--- src/ttb_pkg.sv ---
`default_nettype none

package ttb_pkg;

   localparam int DEF_TILE_WIDTH  = 64;
   localparam int DEF_TILE_HEIGHT = 64;
   localparam int DEF_SCREEN_SIZE = 512;
   localparam int QUEUE_DEPTH     = 2;

   localparam int VTX_W       = 16;
   localparam int FRAC_W      = 4;
   localparam int BOX_W       = 14;
   localparam int CLIP_POS_W  = 9;
   localparam int CLIP_SIZE_W = 10;
   localparam int IDX_W       = 6;
   localparam int POS_W       = 9;
   localparam int SIZE_W      = 7;
   localparam int ADDR_W      = 4;
   localparam int DATA_W      = 32;

   localparam logic [CLIP_POS_W-1:0]  CLIP_POS_RESET  = '0;
   localparam logic [CLIP_SIZE_W-1:0] CLIP_SIZE_RESET = 10'd512;

   typedef enum logic [1:0] {
      REG_CLIP_X,
      REG_CLIP_Y,
      REG_CLIP_WIDTH,
      REG_CLIP_HEIGHT
   } reg_addr_type;

endpackage

`default_nettype wire

--- src/triangle_tile_binner.sv ---
// triangle_tile_binner
// The req channel takes one triangle per word: three vertices, signed 12.4
// fixed point. The rsp channel returns the tiles the clipped bounding box
// covers, in row-major order, one word per tile, last set on the final one.
// A triangle whose clipped box is empty returns a single word with accepted
// low and last high.
// The front stage registers the box when it takes a triangle, computes the
// tile-aligned start in its quotient state and offers both to a 2-entry
// queue in its push state; the back stage loads a box and then emits one
// tile per cycle into the output register while that register is free or
// rsp_ready is high. The front takes a new triangle only after it has
// pushed the last one into the queue.
// When rsp_ready is low the output word holds, the tile walk pauses, and the
// front keeps accepting until the queue fills.
// The csr port holds the scissor; write it only while the block is idle.
// Reset clears the queue and output valid and sets the scissor to 0, 0,
// 512 by 512.
`default_nettype none

module triangle_tile_binner import ttb_pkg::*; #(
   parameter int TILE_WIDTH  = DEF_TILE_WIDTH,
   parameter int TILE_HEIGHT = DEF_TILE_HEIGHT,
   parameter int SCREEN_SIZE = DEF_SCREEN_SIZE
) (
   input  logic                    clock,
   input  logic                    reset,
   input  logic                    req_valid,
   output logic                    req_ready,
   input  logic signed [VTX_W-1:0] req_v0_x,
   input  logic signed [VTX_W-1:0] req_v0_y,
   input  logic signed [VTX_W-1:0] req_v1_x,
   input  logic signed [VTX_W-1:0] req_v1_y,
   input  logic signed [VTX_W-1:0] req_v2_x,
   input  logic signed [VTX_W-1:0] req_v2_y,
   output logic                    rsp_valid,
   input  logic                    rsp_ready,
   output logic                    rsp_accepted,
   output logic [IDX_W-1:0]        rsp_tile_index,
   output logic [POS_W-1:0]        rsp_tile_x,
   output logic [POS_W-1:0]        rsp_tile_y,
   output logic [SIZE_W-1:0]       rsp_tile_width,
   output logic [SIZE_W-1:0]       rsp_tile_height,
   output logic                    rsp_last,
   input  logic                    csr_psel,
   input  logic                    csr_penable,
   input  logic                    csr_pwrite,
   input  logic [ADDR_W-1:0]       csr_paddr,
   input  logic [DATA_W-1:0]       csr_pwdata,
   output logic [DATA_W-1:0]       csr_prdata,
   output logic                    csr_pready
);

   localparam int PW    = $clog2(SCREEN_SIZE + 1);
   localparam int JOB_W = 1 + 6 * PW;

   logic [CLIP_POS_W-1:0]  clip_x_ff, clip_x_in, clip_y_ff, clip_y_in;
   logic [CLIP_SIZE_W-1:0] clip_w_ff, clip_w_in, clip_h_ff, clip_h_in;
   logic                   csr_write;
   reg_addr_type           csr_reg;

   logic             push_valid, push_ready, pop_valid, pop_ready;
   logic [JOB_W-1:0] push_data, pop_data;

   assign csr_pready = 1'b1;
   assign csr_write  = csr_psel && csr_penable && csr_pwrite && csr_pready;
   assign csr_reg    = reg_addr_type'(csr_paddr[ADDR_W-1:2]);

   always_comb begin
      clip_x_in = clip_x_ff;
      clip_y_in = clip_y_ff;
      clip_w_in = clip_w_ff;
      clip_h_in = clip_h_ff;
      if (csr_write) begin
         unique case (csr_reg)
            REG_CLIP_X:      clip_x_in = CLIP_POS_W'(csr_pwdata);
            REG_CLIP_Y:      clip_y_in = CLIP_POS_W'(csr_pwdata);
            REG_CLIP_WIDTH:  clip_w_in = CLIP_SIZE_W'(csr_pwdata);
            REG_CLIP_HEIGHT: clip_h_in = CLIP_SIZE_W'(csr_pwdata);
            default: ;
         endcase
      end
   end

   always_comb begin
      unique case (csr_reg)
         REG_CLIP_X:      csr_prdata = DATA_W'(clip_x_ff);
         REG_CLIP_Y:      csr_prdata = DATA_W'(clip_y_ff);
         REG_CLIP_WIDTH:  csr_prdata = DATA_W'(clip_w_ff);
         REG_CLIP_HEIGHT: csr_prdata = DATA_W'(clip_h_ff);
         default:         csr_prdata = '0;
      endcase
   end

   always_ff @(posedge clock) begin
      if (reset) begin
         clip_x_ff <= CLIP_POS_RESET;
         clip_y_ff <= CLIP_POS_RESET;
         clip_w_ff <= CLIP_SIZE_RESET;
         clip_h_ff <= CLIP_SIZE_RESET;
      end else begin
         clip_x_ff <= clip_x_in;
         clip_y_ff <= clip_y_in;
         clip_w_ff <= clip_w_in;
         clip_h_ff <= clip_h_in;
      end
   end

   ttb_front #(
      .TILE_WIDTH  (TILE_WIDTH),
      .TILE_HEIGHT (TILE_HEIGHT),
      .SCREEN_SIZE (SCREEN_SIZE)
   ) u_front (
      .clock       (clock),
      .reset       (reset),
      .req_valid   (req_valid),
      .req_ready   (req_ready),
      .v0_x        (req_v0_x),
      .v0_y        (req_v0_y),
      .v1_x        (req_v1_x),
      .v1_y        (req_v1_y),
      .v2_x        (req_v2_x),
      .v2_y        (req_v2_y),
      .clip_x      (clip_x_ff),
      .clip_y      (clip_y_ff),
      .clip_width  (clip_w_ff),
      .clip_height (clip_h_ff),
      .job_valid   (push_valid),
      .job_ready   (push_ready),
      .job_data    (push_data)
   );

   ttb_queue #(
      .DEPTH (QUEUE_DEPTH),
      .WIDTH (JOB_W)
   ) u_queue (
      .clock     (clock),
      .reset     (reset),
      .in_valid  (push_valid),
      .in_ready  (push_ready),
      .in_data   (push_data),
      .out_valid (pop_valid),
      .out_ready (pop_ready),
      .out_data  (pop_data)
   );

   ttb_back #(
      .TILE_WIDTH  (TILE_WIDTH),
      .TILE_HEIGHT (TILE_HEIGHT),
      .SCREEN_SIZE (SCREEN_SIZE)
   ) u_back (
      .clock           (clock),
      .reset           (reset),
      .job_valid       (pop_valid),
      .job_ready       (pop_ready),
      .job_data        (pop_data),
      .rsp_valid       (rsp_valid),
      .rsp_ready       (rsp_ready),
      .rsp_accepted    (rsp_accepted),
      .rsp_tile_index  (rsp_tile_index),
      .rsp_tile_x      (rsp_tile_x),
      .rsp_tile_y      (rsp_tile_y),
      .rsp_tile_width  (rsp_tile_width),
      .rsp_tile_height (rsp_tile_height),
      .rsp_last        (rsp_last)
   );

endmodule

`default_nettype wire

--- src/ttb_front.sv ---
`default_nettype none

module ttb_front import ttb_pkg::*; #(
   parameter int TILE_WIDTH  = DEF_TILE_WIDTH,
   parameter int TILE_HEIGHT = DEF_TILE_HEIGHT,
   parameter int SCREEN_SIZE = DEF_SCREEN_SIZE,
   localparam int PW    = $clog2(SCREEN_SIZE + 1),
   localparam int JOB_W = 1 + 6 * PW
) (
   input  logic                    clock,
   input  logic                    reset,
   input  logic                    req_valid,
   output logic                    req_ready,
   input  logic signed [VTX_W-1:0] v0_x,
   input  logic signed [VTX_W-1:0] v0_y,
   input  logic signed [VTX_W-1:0] v1_x,
   input  logic signed [VTX_W-1:0] v1_y,
   input  logic signed [VTX_W-1:0] v2_x,
   input  logic signed [VTX_W-1:0] v2_y,
   input  logic [CLIP_POS_W-1:0]   clip_x,
   input  logic [CLIP_POS_W-1:0]   clip_y,
   input  logic [CLIP_SIZE_W-1:0]  clip_width,
   input  logic [CLIP_SIZE_W-1:0]  clip_height,
   output logic                    job_valid,
   input  logic                    job_ready,
   output logic [JOB_W-1:0]        job_data
);

   localparam int QW    = $clog2(SCREEN_SIZE);
   localparam int KX    = QW + $clog2(TILE_WIDTH);
   localparam int KY    = QW + $clog2(TILE_HEIGHT);
   localparam int MX    = ((1 << KX) + TILE_WIDTH - 1) / TILE_WIDTH;
   localparam int MY    = ((1 << KY) + TILE_HEIGHT - 1) / TILE_HEIGHT;
   localparam int PRW   = 2 * QW + 1;
   localparam int SUM_W = CLIP_SIZE_W + 1;

   typedef enum logic [1:0] {ST_IDLE, ST_QUOT, ST_PUSH} state_type;

   state_type state_ff;

   logic signed [VTX_W-1:0] mnx, mxx, mny, mxy;
   logic signed [VTX_W:0]   mxx_up, mxy_up;
   logic signed [BOX_W-1:0] flx, fly, clx, cly;
   logic signed [BOX_W-1:0] cx0, cy0, cx1, cy1;
   logic signed [BOX_W-1:0] bx0, by0, bx1, by1;
   logic [SUM_W-1:0]        sum_x, sum_y;
   logic                    box_empty;

   logic            empty_ff;
   logic [PW-1:0]   x0_ff, y0_ff, x1_ff, y1_ff;
   logic [QW-1:0]   qx_ff, qy_ff;
   logic [PRW-1:0]  prod_x, prod_y;
   logic [PW-1:0]   fx, fy;

   // bounding box, floor of min and ceil of max
   always_comb begin
      mnx = v0_x;
      mxx = v0_x;
      mny = v0_y;
      mxy = v0_y;
      if (v1_x < mnx) mnx = v1_x;
      if (v2_x < mnx) mnx = v2_x;
      if (v1_x > mxx) mxx = v1_x;
      if (v2_x > mxx) mxx = v2_x;
      if (v1_y < mny) mny = v1_y;
      if (v2_y < mny) mny = v2_y;
      if (v1_y > mxy) mxy = v1_y;
      if (v2_y > mxy) mxy = v2_y;
      mxx_up = (VTX_W + 1)'(mxx) + (VTX_W + 1)'(15);
      mxy_up = (VTX_W + 1)'(mxy) + (VTX_W + 1)'(15);
      flx = BOX_W'(mnx >>> FRAC_W);
      fly = BOX_W'(mny >>> FRAC_W);
      clx = BOX_W'(mxx_up >>> FRAC_W);
      cly = BOX_W'(mxy_up >>> FRAC_W);
   end

   // scissor, far edge saturated at the screen
   always_comb begin
      sum_x = SUM_W'(clip_x) + SUM_W'(clip_width);
      sum_y = SUM_W'(clip_y) + SUM_W'(clip_height);
      cx0 = $signed(BOX_W'(clip_x));
      cy0 = $signed(BOX_W'(clip_y));
      cx1 = (BOX_W'(sum_x) > BOX_W'(SCREEN_SIZE)) ? $signed(BOX_W'(SCREEN_SIZE))
                                                  : $signed(BOX_W'(sum_x));
      cy1 = (BOX_W'(sum_y) > BOX_W'(SCREEN_SIZE)) ? $signed(BOX_W'(SCREEN_SIZE))
                                                  : $signed(BOX_W'(sum_y));
      bx0 = (flx > cx0) ? flx : cx0;
      by0 = (fly > cy0) ? fly : cy0;
      bx1 = (clx < cx1) ? clx : cx1;
      by1 = (cly < cy1) ? cly : cy1;
      box_empty = (bx0 >= bx1) || (by0 >= by1);
   end

   // tile-aligned start by reciprocal multiply
   assign prod_x = PRW'(x0_ff[QW-1:0]) * PRW'(MX);
   assign prod_y = PRW'(y0_ff[QW-1:0]) * PRW'(MY);
   assign fx     = PW'(PW'(qx_ff) * PW'(TILE_WIDTH));
   assign fy     = PW'(PW'(qy_ff) * PW'(TILE_HEIGHT));

   always_ff @(posedge clock) begin
      if (reset) begin
         state_ff <= ST_IDLE;
      end else begin
         unique case (state_ff)
            ST_IDLE: begin
               if (req_valid) begin
                  state_ff <= ST_QUOT;
                  empty_ff <= box_empty;
                  x0_ff    <= PW'(bx0);
                  y0_ff    <= PW'(by0);
                  x1_ff    <= PW'(bx1);
                  y1_ff    <= PW'(by1);
               end
            end
            ST_QUOT: begin
               qx_ff    <= QW'(prod_x >> KX);
               qy_ff    <= QW'(prod_y >> KY);
               state_ff <= ST_PUSH;
            end
            ST_PUSH: begin
               if (job_ready) state_ff <= ST_IDLE;
            end
            default: state_ff <= ST_IDLE;
         endcase
      end
   end

   assign req_ready = (state_ff == ST_IDLE);
   assign job_valid = (state_ff == ST_PUSH);
   assign job_data  = {empty_ff, x0_ff, y0_ff, x1_ff, y1_ff, fx, fy};

endmodule

`default_nettype wire

--- src/ttb_queue.sv ---
`default_nettype none

module ttb_queue import ttb_pkg::*; #(
   parameter int DEPTH = QUEUE_DEPTH,
   parameter int WIDTH = 8
) (
   input  logic             clock,
   input  logic             reset,
   input  logic             in_valid,
   output logic             in_ready,
   input  logic [WIDTH-1:0] in_data,
   output logic             out_valid,
   input  logic             out_ready,
   output logic [WIDTH-1:0] out_data
);

   localparam int PTR_W = $clog2(DEPTH);
   localparam int CNT_W = $clog2(DEPTH + 1);

   logic [WIDTH-1:0] mem_ff [DEPTH];
   logic [PTR_W-1:0] wr_ptr_ff, wr_ptr_in, rd_ptr_ff, rd_ptr_in;
   logic [CNT_W-1:0] count_ff, count_in;
   logic             push, pop;

   assign in_ready  = (count_ff != CNT_W'(DEPTH));
   assign out_valid = (count_ff != '0);
   assign push      = in_valid && in_ready;
   assign pop       = out_valid && out_ready;
   assign out_data  = mem_ff[rd_ptr_ff];

   always_comb begin
      wr_ptr_in = wr_ptr_ff;
      rd_ptr_in = rd_ptr_ff;
      count_in  = count_ff;
      if (push) begin
         wr_ptr_in = (wr_ptr_ff == PTR_W'(DEPTH - 1)) ? '0 : wr_ptr_ff + 1'b1;
      end
      if (pop) begin
         rd_ptr_in = (rd_ptr_ff == PTR_W'(DEPTH - 1)) ? '0 : rd_ptr_ff + 1'b1;
      end
      if (push && !pop) count_in = count_ff + 1'b1;
      if (pop && !push) count_in = count_ff - 1'b1;
   end

   always_ff @(posedge clock) begin
      if (push) mem_ff[wr_ptr_ff] <= in_data;
   end

   always_ff @(posedge clock) begin
      if (reset) begin
         wr_ptr_ff <= '0;
         rd_ptr_ff <= '0;
         count_ff  <= '0;
      end else begin
         wr_ptr_ff <= wr_ptr_in;
         rd_ptr_ff <= rd_ptr_in;
         count_ff  <= count_in;
      end
   end

   a_count_bound: assert property (@(posedge clock) disable iff (reset)
      count_ff <= CNT_W'(DEPTH))
      else $error("queue count beyond depth");

endmodule

`default_nettype wire

--- src/ttb_back.sv ---
`default_nettype none

module ttb_back import ttb_pkg::*; #(
   parameter int TILE_WIDTH  = DEF_TILE_WIDTH,
   parameter int TILE_HEIGHT = DEF_TILE_HEIGHT,
   parameter int SCREEN_SIZE = DEF_SCREEN_SIZE,
   localparam int PW    = $clog2(SCREEN_SIZE + 1),
   localparam int JOB_W = 1 + 6 * PW
) (
   input  logic              clock,
   input  logic              reset,
   input  logic              job_valid,
   output logic              job_ready,
   input  logic [JOB_W-1:0]  job_data,
   output logic              rsp_valid,
   input  logic              rsp_ready,
   output logic              rsp_accepted,
   output logic [IDX_W-1:0]  rsp_tile_index,
   output logic [POS_W-1:0]  rsp_tile_x,
   output logic [POS_W-1:0]  rsp_tile_y,
   output logic [SIZE_W-1:0] rsp_tile_width,
   output logic [SIZE_W-1:0] rsp_tile_height,
   output logic              rsp_last
);

   localparam int CW = $clog2(SCREEN_SIZE + TILE_WIDTH + TILE_HEIGHT);

   logic          busy_ff, busy_in;
   logic [CW-1:0] x0_ff, x0_in, y0_ff, y0_in, x1_ff, x1_in, y1_ff, y1_in;
   logic [CW-1:0] fx_ff, fx_in;
   logic [CW-1:0] rx_ff, rx_in, ry_ff, ry_in;
   logic [IDX_W-1:0] n_ff, n_in;

   logic              rsp_valid_ff, rsp_valid_in;
   logic              rsp_accepted_ff, rsp_accepted_in;
   logic [IDX_W-1:0]  rsp_index_ff, rsp_index_in;
   logic [POS_W-1:0]  rsp_x_ff, rsp_x_in, rsp_y_ff, rsp_y_in;
   logic [SIZE_W-1:0] rsp_w_ff, rsp_w_in, rsp_h_ff, rsp_h_in;
   logic              rsp_last_ff, rsp_last_in;

   logic          advance;
   logic          job_empty;
   logic [CW-1:0] rx_end, ry_end, tx0, ty0, tx1, ty1;
   logic          last_col, last_row, tile_last;

   assign advance   = !rsp_valid_ff || rsp_ready;
   assign job_ready = advance && !busy_ff;
   assign job_empty = job_data[JOB_W-1];

   // current tile clipped to the box
   always_comb begin
      rx_end    = rx_ff + CW'(TILE_WIDTH);
      ry_end    = ry_ff + CW'(TILE_HEIGHT);
      tx0       = (rx_ff > x0_ff) ? rx_ff : x0_ff;
      ty0       = (ry_ff > y0_ff) ? ry_ff : y0_ff;
      tx1       = (rx_end < x1_ff) ? rx_end : x1_ff;
      ty1       = (ry_end < y1_ff) ? ry_end : y1_ff;
      last_col  = (rx_end >= x1_ff);
      last_row  = (ry_end >= y1_ff);
      tile_last = (last_col && last_row) || (&n_ff);
   end

   always_comb begin
      busy_in = busy_ff;
      x0_in   = x0_ff;
      y0_in   = y0_ff;
      x1_in   = x1_ff;
      y1_in   = y1_ff;
      fx_in   = fx_ff;
      rx_in   = rx_ff;
      ry_in   = ry_ff;
      n_in    = n_ff;

      rsp_valid_in    = rsp_valid_ff && !rsp_ready;
      rsp_accepted_in = rsp_accepted_ff;
      rsp_index_in    = rsp_index_ff;
      rsp_x_in        = rsp_x_ff;
      rsp_y_in        = rsp_y_ff;
      rsp_w_in        = rsp_w_ff;
      rsp_h_in        = rsp_h_ff;
      rsp_last_in     = rsp_last_ff;

      if (advance && busy_ff) begin
         rsp_valid_in    = 1'b1;
         rsp_accepted_in = 1'b1;
         rsp_index_in    = n_ff;
         rsp_x_in        = POS_W'(tx0);
         rsp_y_in        = POS_W'(ty0);
         rsp_w_in        = SIZE_W'(tx1 - tx0);
         rsp_h_in        = SIZE_W'(ty1 - ty0);
         rsp_last_in     = tile_last;
         n_in            = n_ff + 1'b1;
         if (tile_last) begin
            busy_in = 1'b0;
         end else if (last_col) begin
            rx_in = fx_ff;
            ry_in = ry_end;
         end else begin
            rx_in = rx_end;
         end
      end else if (job_ready && job_valid) begin
         if (job_empty) begin
            rsp_valid_in    = 1'b1;
            rsp_accepted_in = 1'b0;
            rsp_index_in    = '0;
            rsp_x_in        = '0;
            rsp_y_in        = '0;
            rsp_w_in        = '0;
            rsp_h_in        = '0;
            rsp_last_in     = 1'b1;
         end else begin
            busy_in = 1'b1;
            x0_in   = CW'(job_data[6*PW-1 -: PW]);
            y0_in   = CW'(job_data[5*PW-1 -: PW]);
            x1_in   = CW'(job_data[4*PW-1 -: PW]);
            y1_in   = CW'(job_data[3*PW-1 -: PW]);
            fx_in   = CW'(job_data[2*PW-1 -: PW]);
            rx_in   = CW'(job_data[2*PW-1 -: PW]);
            ry_in   = CW'(job_data[PW-1 -: PW]);
            n_in    = '0;
         end
      end
   end

   always_ff @(posedge clock) begin
      if (reset) begin
         busy_ff      <= 1'b0;
         rsp_valid_ff <= 1'b0;
      end else begin
         busy_ff      <= busy_in;
         rsp_valid_ff <= rsp_valid_in;
      end
   end

   always_ff @(posedge clock) begin
      x0_ff           <= x0_in;
      y0_ff           <= y0_in;
      x1_ff           <= x1_in;
      y1_ff           <= y1_in;
      fx_ff           <= fx_in;
      rx_ff           <= rx_in;
      ry_ff           <= ry_in;
      n_ff            <= n_in;
      rsp_accepted_ff <= rsp_accepted_in;
      rsp_index_ff    <= rsp_index_in;
      rsp_x_ff        <= rsp_x_in;
      rsp_y_ff        <= rsp_y_in;
      rsp_w_ff        <= rsp_w_in;
      rsp_h_ff        <= rsp_h_in;
      rsp_last_ff     <= rsp_last_in;
   end

   assign rsp_valid       = rsp_valid_ff;
   assign rsp_accepted    = rsp_accepted_ff;
   assign rsp_tile_index  = rsp_index_ff;
   assign rsp_tile_x      = rsp_x_ff;
   assign rsp_tile_y      = rsp_y_ff;
   assign rsp_tile_width  = rsp_w_ff;
   assign rsp_tile_height = rsp_h_ff;
   assign rsp_last        = rsp_last_ff;

   a_tile_nonempty: assert property (@(posedge clock) disable iff (reset)
      (busy_ff && advance) |-> ((tx1 > tx0) && (ty1 > ty0)))
      else $error("emitted tile has no area");

   a_walk_inside: assert property (@(posedge clock) disable iff (reset)
      busy_ff |-> ((rx_ff < x1_ff) && (ry_ff < y1_ff)))
      else $error("tile walk left the box");

endmodule

`default_nettype wire
--- config.mk ---
export PLATFORM = sky130hd
export DESIGN_NAME = triangle_tile_binner
export DESIGN_NICKNAME = d
export VERILOG_FILES = /design/src/ttb_pkg.sv /design/src/triangle_tile_binner.sv /design/src/ttb_front.sv /design/src/ttb_queue.sv /design/src/ttb_back.sv
export SDC_FILE = /design/constraint.sdc
export NUM_CORES = 1
export LEC_CHECK = 0
export BUFFER_PORTS_ARGS = -buffer_cell sky130_fd_sc_hd__buf_2
export CAP_MARGIN = 0
export CORE_UTILIZATION = 55
export DETAILED_ROUTE_END_ITERATION = 10
export PLACE_DENSITY = 0.74
export SETUP_SLACK_MARGIN = 0.3
export SYNTH_ARGS = -nofsm -noshare
export SYNTH_HDL_FRONTEND = slang
export SYNTH_SLANG_ARGS = --single-unit
--- constraint.sdc ---
create_clock -name clock -period 10.2 [get_ports clock]
set_input_delay 0.51 -clock clock [delete_from_list [all_inputs] [get_ports clock]]
set_output_delay 0.51 -clock clock [all_outputs]
set_load 0.005 [all_outputs]
==> summary by stage, run 1 <==
Place
The port buffer count is between 150 and 200. The half-perimeter wire length after detailed placement is between 30,000 and 40,000 um. The pre-CTS worst setup slack is around 0.34 ns. The congestion estimate from routability-driven global placement came to roughly 0.89.

Synthesis
The post-synthesis compound-gate area fraction is between 10 and 15%. The cell type with the largest total area after synthesis is edfxtp_1. The proportion of synthesized area in mux cells is 10.4%.

The post-synthesis adder-cell area fraction is approximately 14%. In the synthesized netlist, the number of instances is 1,780. The synthesized netlist occupies a cell area of roughly 0.019 mm2. Sequential cells were found to cover 42.6% of the synthesized design area.

The top cell type by area accounts for roughly 37% of the synthesized area. The main flop type after synthesis is edfxtp_1. Counting flops with a built-in enable in the synthesized netlist gives ~240. After Yosys synthesis, XOR and XNOR cells account for under 10% of the synthesized area. By area, the combinational part of the netlist is dominated by adder cells. The number of library cell types mapped by synthesis is 90. Ranked by total cell area, the synthesized netlist is headed by edfxtp_1 (37%), ha_1 (14%), mux2i_1 (5.3%). The simple-gate portion of the synthesized area is 13.2%. In this run, synthesis produced a sequential element count of around 290. The average size of a mapped cell is ~11 um2. The most frequently used cell type in the post-synthesis netlist is edfxtp_1. Sorting the synthesized cells by how often they occur yields edfxtp_1 (237), ha_1 (210), nor2_1 (153), inv_1 (133), a21oi_1 (129). The count of synthesis-stage warnings from yosys is 0.

Counting flops with an async set or reset pin after synthesis yields a share of 0%.

STA
Setup repair after global routing left no endpoint under its margin. The sum of negative setup slack is 0 ns. The setup slack of the critical path after layout is between 0.9 and 1 ns. Measured against its own limit, the worst slew margin works out to a little under a fifth. The worst path uses between 90% and 100% of the clock period. The number of hold violations in the final report is 0. The shortest clock period the worst path allows after layout is around 9.3 ns. For the pin with the worst max-slew slack, the measured transition is 1.22 ns. The number of max-slew violations in the final report came to 0. Setup violations remaining at the end of the flow were counted as 0. Clock skew on the completed layout was measured at ~0.010 ns. For this run, the top clock speed supported by timing is approximately 0.11 GHz.

Hold path
In this run the most critical hold path is launched from csr_pwdata[9]. Along the worst hold path, the cell count comes to 3. The end of the worst hold path is clip_h_ff[9]$_SDFFE_PP1P_. The min-delay analysis places its worst path in the category primary input to flip-flop.

Global route
The number of antenna violations at the first check in global routing is 0. The first-pass GRT wire length is between 60,000 and 70,000 um. The number of global-route vias before repair came to ~13,000. The maximum number of pins on one net before global-route repair is 48. Global routing used 23.2% of the available tracks across all layers. The aggregate global routing overflow is 0.

Setup path
The delay contributed by the slowest stage of the critical path is between 0.5 and 0.6 ns. The maximum fanout along the worst path is 15. The path type of the worst setup path is primary input to flip-flop. The type of origin of the critical path is a primary input. The cell family contributing the most delay on the critical path is compound AO/OA/AOI/OAI gates. The cell with the largest stage delay on the worst path is or4_4. Counting buffers and inverters, the worst setup path is 42 cells deep. The depth of the most critical reg-to-reg path is 34. The capturing point of the worst reg2reg path is u_front.empty_ff$_DFFE_PP_. The worst setup path is captured at a flip-flop.

STA puts the critical path data required time at about 10 ns. Counting both buffers and inverters, the worst setup path holds a total of 3. The arrival time at the worst endpoint is 9.58 ns. The setup slack on the worst flop-to-flop path is ~2.8 ns. The worst reg2reg path startpoint is clip_x_ff[0]$_SDFFE_PP0P_.

Floorplan
The region available for standard cell placement spans roughly 0.034 mm2. The standard-cell row count is between 60 and 70. The count of pins on the block boundary is roughly 210. Once the floorplan was initialized, standard cells occupied around 56% of the core. The floorplan step set the die width to 188 um. The vertical die dimension is 188 um.

The die outline area is around 0.035 mm2.

Clock network
The H-tree level count is 1. The clock-pin slew on the worst setup and hold paths is roughly 0.060 ns. Hold repair after CTS inserted 0 buffers. After clock tree synthesis, the setup repair step added 0 buffers. The quantity of gates resized following cts is 0. The clock net in this run drives a total of roughly 290 sinks. TritonCTS created 29 clock buffers. The clock root buffer is clkbuf_16.

The maximum clock insertion buffer count is 3. The TritonCTS clock tree is done. The clock insertion delay at the later pin of the skew report is 0.56 ns.

Layout
From synthesis to final layout, the design area changed by 12.3%. The number of nets in the final layout is roughly 2,300. Cells fill 63.1% of the core in the end. The ratio of cells with drive above 1 in the final layout is between 10% and 20%. The antenna cell count is 0.

Detailed routing
The vias per cell is ~5.7. For this run, the detailed router's first-pass iteration total came to 5. The starting DRC count in detailed routing is 771. The routed design has approximately 41,000 um of wire.

In this run the remaining antenna-violating nets after routing total 0. In the routed design, unresolved DRC markers number 0. The via total after detailed routing is between 10,000 and 15,000. The routed wirelength normalized by instance count is about 17 um.

Power and ir drop
VDD sags by at most 0.200 mV. The total leakage power is between 9 and 10 nW. The power density relative to cell area is 219 mW/mm2.

Run
The reported max-cap violation count is 0.

Run status
The run finished with clean final reports.
[power by group]
group / leakage (nW) / total [mW] / switching (mW) / internal (mW)
clock network: 0.507 / 1.12 / 0.441 / 0.674
logic: 6.04 / 1.92 / 1.11 / 0.813
registers: 2.57 / 1.64 / 0.0901 / 1.55
[placed cells by master (no fill, tap or decap), types with 29 or more instances in the layout]
| cell | netlist | layout |
|---|---|---|
| buf_2 | 6 | 166 |
| o21ai_0 | 59 | 59 |
| nand4_1 | 36 | 36 |
| edfxtp_1 | 237 | 237 |
| xnor2_1 | 33 | 33 |
| nor2b_1 | 43 | 43 |
| clkbuf_16 | 0 | 29 |
| inv_1 | 133 | 133 |
| ha_1 | 210 | 210 |
| mux2_2 | 68 | 68 |
| a21o_1 | 46 | 46 |
| nand2_1 | 84 | 84 |
| conb_1 | 2 | 29 |
| mux2i_1 | 100 | 100 |
| nor2_1 | 153 | 152 |
| a21oi_1 | 129 | 128 |
| dfxtp_1 | 48 | 47 |
[state kept, by name, summed over array words and instances, names as in the netlist, 6 cells and up, named ones only]
register,cells
u_queue.mem_ff,94
clip_h_ff,10
clip_w_ff,10
u_back.x0_ff,10
u_back.x1_ff,10
u_back.y0_ff,10
u_back.y1_ff,10
u_front.x0_ff,10
u_front.x1_ff,10
u_front.y0_ff,10
u_front.y1_ff,10
clip_x_ff,9
clip_y_ff,9
u_back.rsp_tile_x,9
u_back.rsp_tile_y,9
u_back.rsp_tile_height,7
u_back.rsp_tile_width,7
u_back.n_ff,6
u_back.rsp_tile_index,6
[worst max path at each step]
| stage | from | end |
|---|---|---|
| 6_report | req_v0_x[15] | u_front.empty_ff$_DFFE_PP_ |
| 5_1_grt | req_v0_y[14] | u_front.empty_ff$_DFFE_PP_ |
| 4_1_cts | req_v0_x[15] | u_front.empty_ff$_DFFE_PP_ |
| 3_5_place_dp | req_v0_x[15] | u_front.empty_ff$_DFFE_PP_ |
| 3_3_place_gp | req_v0_x[5] | u_front.empty_ff$_DFFE_PP_ |
| 2_1_floorplan | req_v0_y[11] | u_front.empty_ff$_DFFE_PP_ |
[stage by stage]
stage	hold WS (ns)	total power, mW	instances	cell area, um2
floorplan	0.421	3.05	1807	19100
global placement	0.422	3.48	2370	20300
detailed placement	0.434	3.55	2370	20300
CTS	0.197	4.69	2424	21300
global route	0.216	4.99	2424	21300
finish	0.222	4.67	2424	21300
[routing by layer]
layer / global-route usage (%) / routed length, um / vias up
met3: 2.83 / 2120 / 84
li1: - / - / 6836
met4: 6.50 / 1070 / 0
met1: 31.5 / 18700 / 6588
met2: 38.9 / 19300 / 415
met5: 0 / 0 / -
[area by class of cell]
cell class | instances | area (um2)
repair buffers | 188 | 996
flip-flops and latches | 285 | 8080
inverters | 134 | 503
clock buffers | 35 | 778
multi-input cells | 1315 | 10100
fillers | 2716 | 12500
well taps | 448 | 561
clock inverters | 19 | 246
[tightest hold or removal path, cell delays in order]
cell and delay (ns):
buf_2 0.11, mux2i_1 0.07, nand2_1 0.06
[kinds of logic (layout without fill, tap and decap cells)]
logic type	Yosys count	in the layout
buf+inv	207	376
mux	178	178
xor+xnor	57	57
simple gates	486	486
other cells	2	29
fa+ha+maj	214	214
flops	285	285
compound gates	351	351
Note: power is estimated with default switching activity, not from simulation.
==> inputs of run 2 (changes only) <==
CORE_UTILIZATION = 40   (was 55)
PLACE_DENSITY = 0.56   (was 0.74)
SYNTH_HIERARCHICAL = 1   (was default)
==> run 2 against run 1 <==
Compared with the run above: the run now ends with DRC left; first-iteration DRC count rose by 17%; clock power increased by 11%; fmax fell by 1.0%; critical path depth is 1 higher; total power is 14% higher; synthesized cell count up 10%; combinational power up 13%; non-clock buffer count up 26; largest cell class unchanged.
==> summary by stage, run 2 <==
Run status
The run finished, with violations left. The final reports fail on DRC.

STA
The post-route clock skew is 0.0202 ns (+0.00997 ns). The number of failing setup endpoints in the final timing report is 0 (unchanged). The post-route worst hold slack is 0.264 ns (+0.0422 ns).

The shortest clock period the worst path allows after layout is 9.40 ns (+0.0964 ns). The worst max-slew margin expressed relative to the limit came to 23.2% (+5.0 points). The number of max-slew violations in the final report is 0 (unchanged). The number of hold violations in the final report is 0 (unchanged). The sum of negative setup slack is 0 ns (unchanged). The transition at the pin with the smallest max-transition slack is 1.15 ns (-0.0724 ns). The maximum clock rate came to 0.106 GHz (-1.0%).

The share of the clock period used by the worst path is 92.1% (+0.94 points). Setup repair after global routing left no endpoint under its margin.

Clock network
The TritonCTS clock tree is done. The number of CTS-inserted buffers is 36 (+24%). The number of buffers inserted by hold repair at cts was 0 (unchanged). The maximum clock insertion buffer count came to 3 (unchanged). The H-tree level count was 2 (+1).

The clock-pin slew on the worst setup and hold paths is 0.06 ns (about the same). The sink count of the clock tree came to 332 (+16%). The cell sitting at the root of the clock tree is a clkbuf_16.

The clock insertion delay at the later pin of the skew report is 0.54 ns (-0.02 ns).

Synthesis
The number of synthesized flops with an enable pin came to 284 (+20%). The number of cells produced by synthesis came to 1,966 (+10%). The average size of a mapped cell is 10.9 um2 (+2.6%). The sequential fraction of the synthesis area came to 44.1% (+1.6 points). The share of synthesized flip-flops with an asynchronous set or reset is 0% (unchanged). For this run, the leading register cell type out of synthesis is edfxtp_1.

Of all cell types, the one taking the most synthesized area is edfxtp_1. The top-area cell type share of the netlist area is 39.6% (+2.1 points). The number of library cell types mapped by synthesis is 77 (-14%). Ranked by total cell area, the synthesized netlist is headed by edfxtp_1 (40%), ha_1 (14%), mux2i_1 (5.4%). Sorting the synthesized cells by how often they occur yields edfxtp_1 (284), ha_1 (234), inv_1 (154), mux2i_1 (116), nand2_1 (113). The post-synth design cell area is 0.0215 mm2 (+13%). The synthesis-stage register bit count is 332 (+16%). The count of synthesis-stage warnings from yosys was 6 (+6). The most common cell in the synthesized netlist is edfxtp_1.

Setup path
The sum of buffers and inverters on the critical path is 3 (unchanged). The type of origin of the critical path is a primary input. The maximum fanout along the worst path is 10 (-5). The worst setup path is captured at a flip-flop. The required time reported for the critical path endpoint was 10.46 ns (-0.02 ns).

The arrival time at the worst endpoint is 9.66 ns (+0.08 ns). By startpoint and endpoint, the worst setup path is classified as primary input to flip-flop. The delay contributed by the slowest stage of the critical path is 0.44 ns (-0.11 ns).

The gate family responsible for the most delay along the worst path is compound AO/OA/AOI/OAI gates. The slowest stage of the critical path is the or3_1 cell.

Layout
The most frequent standard cell in the layout excluding fill and tap cells is edfxtp_1. The number of inserted filler cells in the final layout is 4,923 (+81%). The flip-flop count of the largest register, all copies and words added is 122 (+30%). The final standard cell area without fillers is 0.0244 mm2 (+14%). The antenna cell count is 0 (unchanged). The count of non-filler cells in the finished layout is 2,875 (+19%). The number of nets in the final layout is 2,537 (+10%). The top register by number of flip-flops is u_queue/mem_ff. From synthesis to final layout, the design area changed by 13.3%. The ratio of cells with drive above 1 in the final layout was 18.4% (about the same).

In the layout the commonest cells are edfxtp_1 (284), ha_1 (233), buf_2 (166).

Global route
The maximum number of pins on one net before global-route repair is 62 (+29%). The number of global-route vias before repair is 14,900 (+11%). The global-route total usage across every layer came to 18.4% (-4.8 points). The number of antenna violations at the first check in global routing came to 0 (unchanged). The aggregate global routing overflow came to 0 (unchanged). The first-pass GRT wire length was 79,500 um (+19%).

Floorplan
The area of the core is 0.0529 mm2 (+56%). The initial core utilization was 40.7% (-15 points). The die outline area came to 0.0547 mm2 (+55%). The count of pins on the block boundary is 214 (unchanged).

The vertical die dimension is 234 um (+25%). The die span in x came to 234 um (+25%). The standard-cell row count came to 84 (+25%).

Place
The port buffer count was 166 (unchanged). The half-perimeter wire length after detailed placement was 39,100 um (+21%). The number of instances in the placed design is 2,807 (+18%).

The final RePlAce weighted congestion was 0.899 (+1.4%). The total placed instance area came to 0.0232 mm2 (+14%).

Detailed routing
The via total after detailed routing was 15,200 (+8.9%). The vias per cell is 5.27 (-8.2%). The starting DRC count in detailed routing is 900 (+17%). The detailed-router iteration count before antenna repair is 11 (+6).

The total wire length after detailed routing was 50,600 um (+23%). The routed wirelength normalized by instance count is 17.6 um (+3.4%). The number of design rule violations left after detail routing came to 8 (+8). The post-detailed-route count of antenna-violating nets is 0 (unchanged).

Power and ir drop
The maximum VDD drop is 0.142 mV (-29%). The power density relative to cell area is 218 mW/mm2 (-0.62%). The total leakage power came to 10.3 nW (+13%). The sum of internal, switching and leakage power is 5.31 mW (+14%).

Hold path
In this run the worst hold path is classified as primary input to flip-flop.

Run
The reported max-cap violation count came to 0 (unchanged).
-- run 2: changes by cell type in the layout (fill, tap and decap cells not counted), sizes merged, moves of 15 or more --
cell	before	now
ha	210	234
nand2	84	113
edfxtp	237	284
inv	137	156
a2111oi	2	17
mux2i	101	116
o21ai	63	113
nand2b	22	65
buf	188	214
nor2	157	108
a21oi	129	94
-- run 2: metal layers --
layer	track usage, %	share of wire (%)
met1	26.1	48
met2	29.3	45
met3	2.12	3.9
met4	5.76	2.6
met5	0	0
-- run 2: metrics by stage --
stage	setup slack, ns	utilization, %
after CTS	0.459	45.9
after detailed placement	-0.0783	43.8
after global routing	0.293	46.1
final	0.804	46.1
after floorplan	0.303	-
after global placement	0.00365	43.8
-- run 2: kinds of logic (layout without fill, tap and decap cells) --
kind of cell	after synthesis	after routing	synth area share, %
AOI/OAI and AO/OA	382	382	11.7
xor gates and xnor gates	51	51	2.11
adders and majority gates	238	238	14.0
buffers and inverters	253	435	5.41
DFF	332	332	44.1
muxes	204	204	10.5
other	4	43	0.0698
and+or+nand+nor	502	502	12.1
-- run 2: final timing paths --
check	from	endpoint	slack, ns	cells after the start
worst min register to register	u_front/x1_ff[1]$_DFFE_PP_	u_queue/mem_ff[0][31]$_DFFE_PP_	0.44	0
worst max register to register	clip_y_ff[0]$_SDFFE_PP0P_	u_front/empty_ff$_DFFE_PP_	2.28	36
worst max-delay path	req_v0_x[14]	u_front/empty_ff$_DFFE_PP_	0.80	43
worst min-delay path	csr_pwdata[9]	clip_h_ff[9]$_SDFFE_PP1P_	0.26	3
-- run 2: layout make-up --
type | count | area, um2 | area share, %
Multi-Input combinational cell | 1420 | 11100 | 45.7
Sequential cell | 332 | 9490 | 38.9
Timing Repair Buffer | 214 | 1200 | 4.92
Clock buffer | 44 | 931 | 3.82
Tap cell | 688 | 861 | 3.53
Inverter | 156 | 587 | 2.41
Clock inverter | 21 | 173 | 0.708
-- run 2: worst reg2reg max path, delay by kind of cell (launching register included) --
kind                     cells  cell delay, ns
AO/OA/AOI/OAI               19            3.77
adder cells (fa/ha/maj)      5            1.54
buffers and inverters        3            0.43
flip-flops                   1            0.45
multiplexers                 1            0.19
AND/OR/NAND/NOR              8            1.28
-- run 2: timing repair --
item	4_1_cts	5_1_grt
gates resized for setup	0	22
setup endpoints to repair	0	1
buffers inserted	0	3
-- run 2: where the power goes --
part / switching (mW) / internal, mW
logic: 1.25 / 0.915
clock network: 0.531 / 0.706
registers: 0.124 / 1.78
total: 1.91 / 3.40
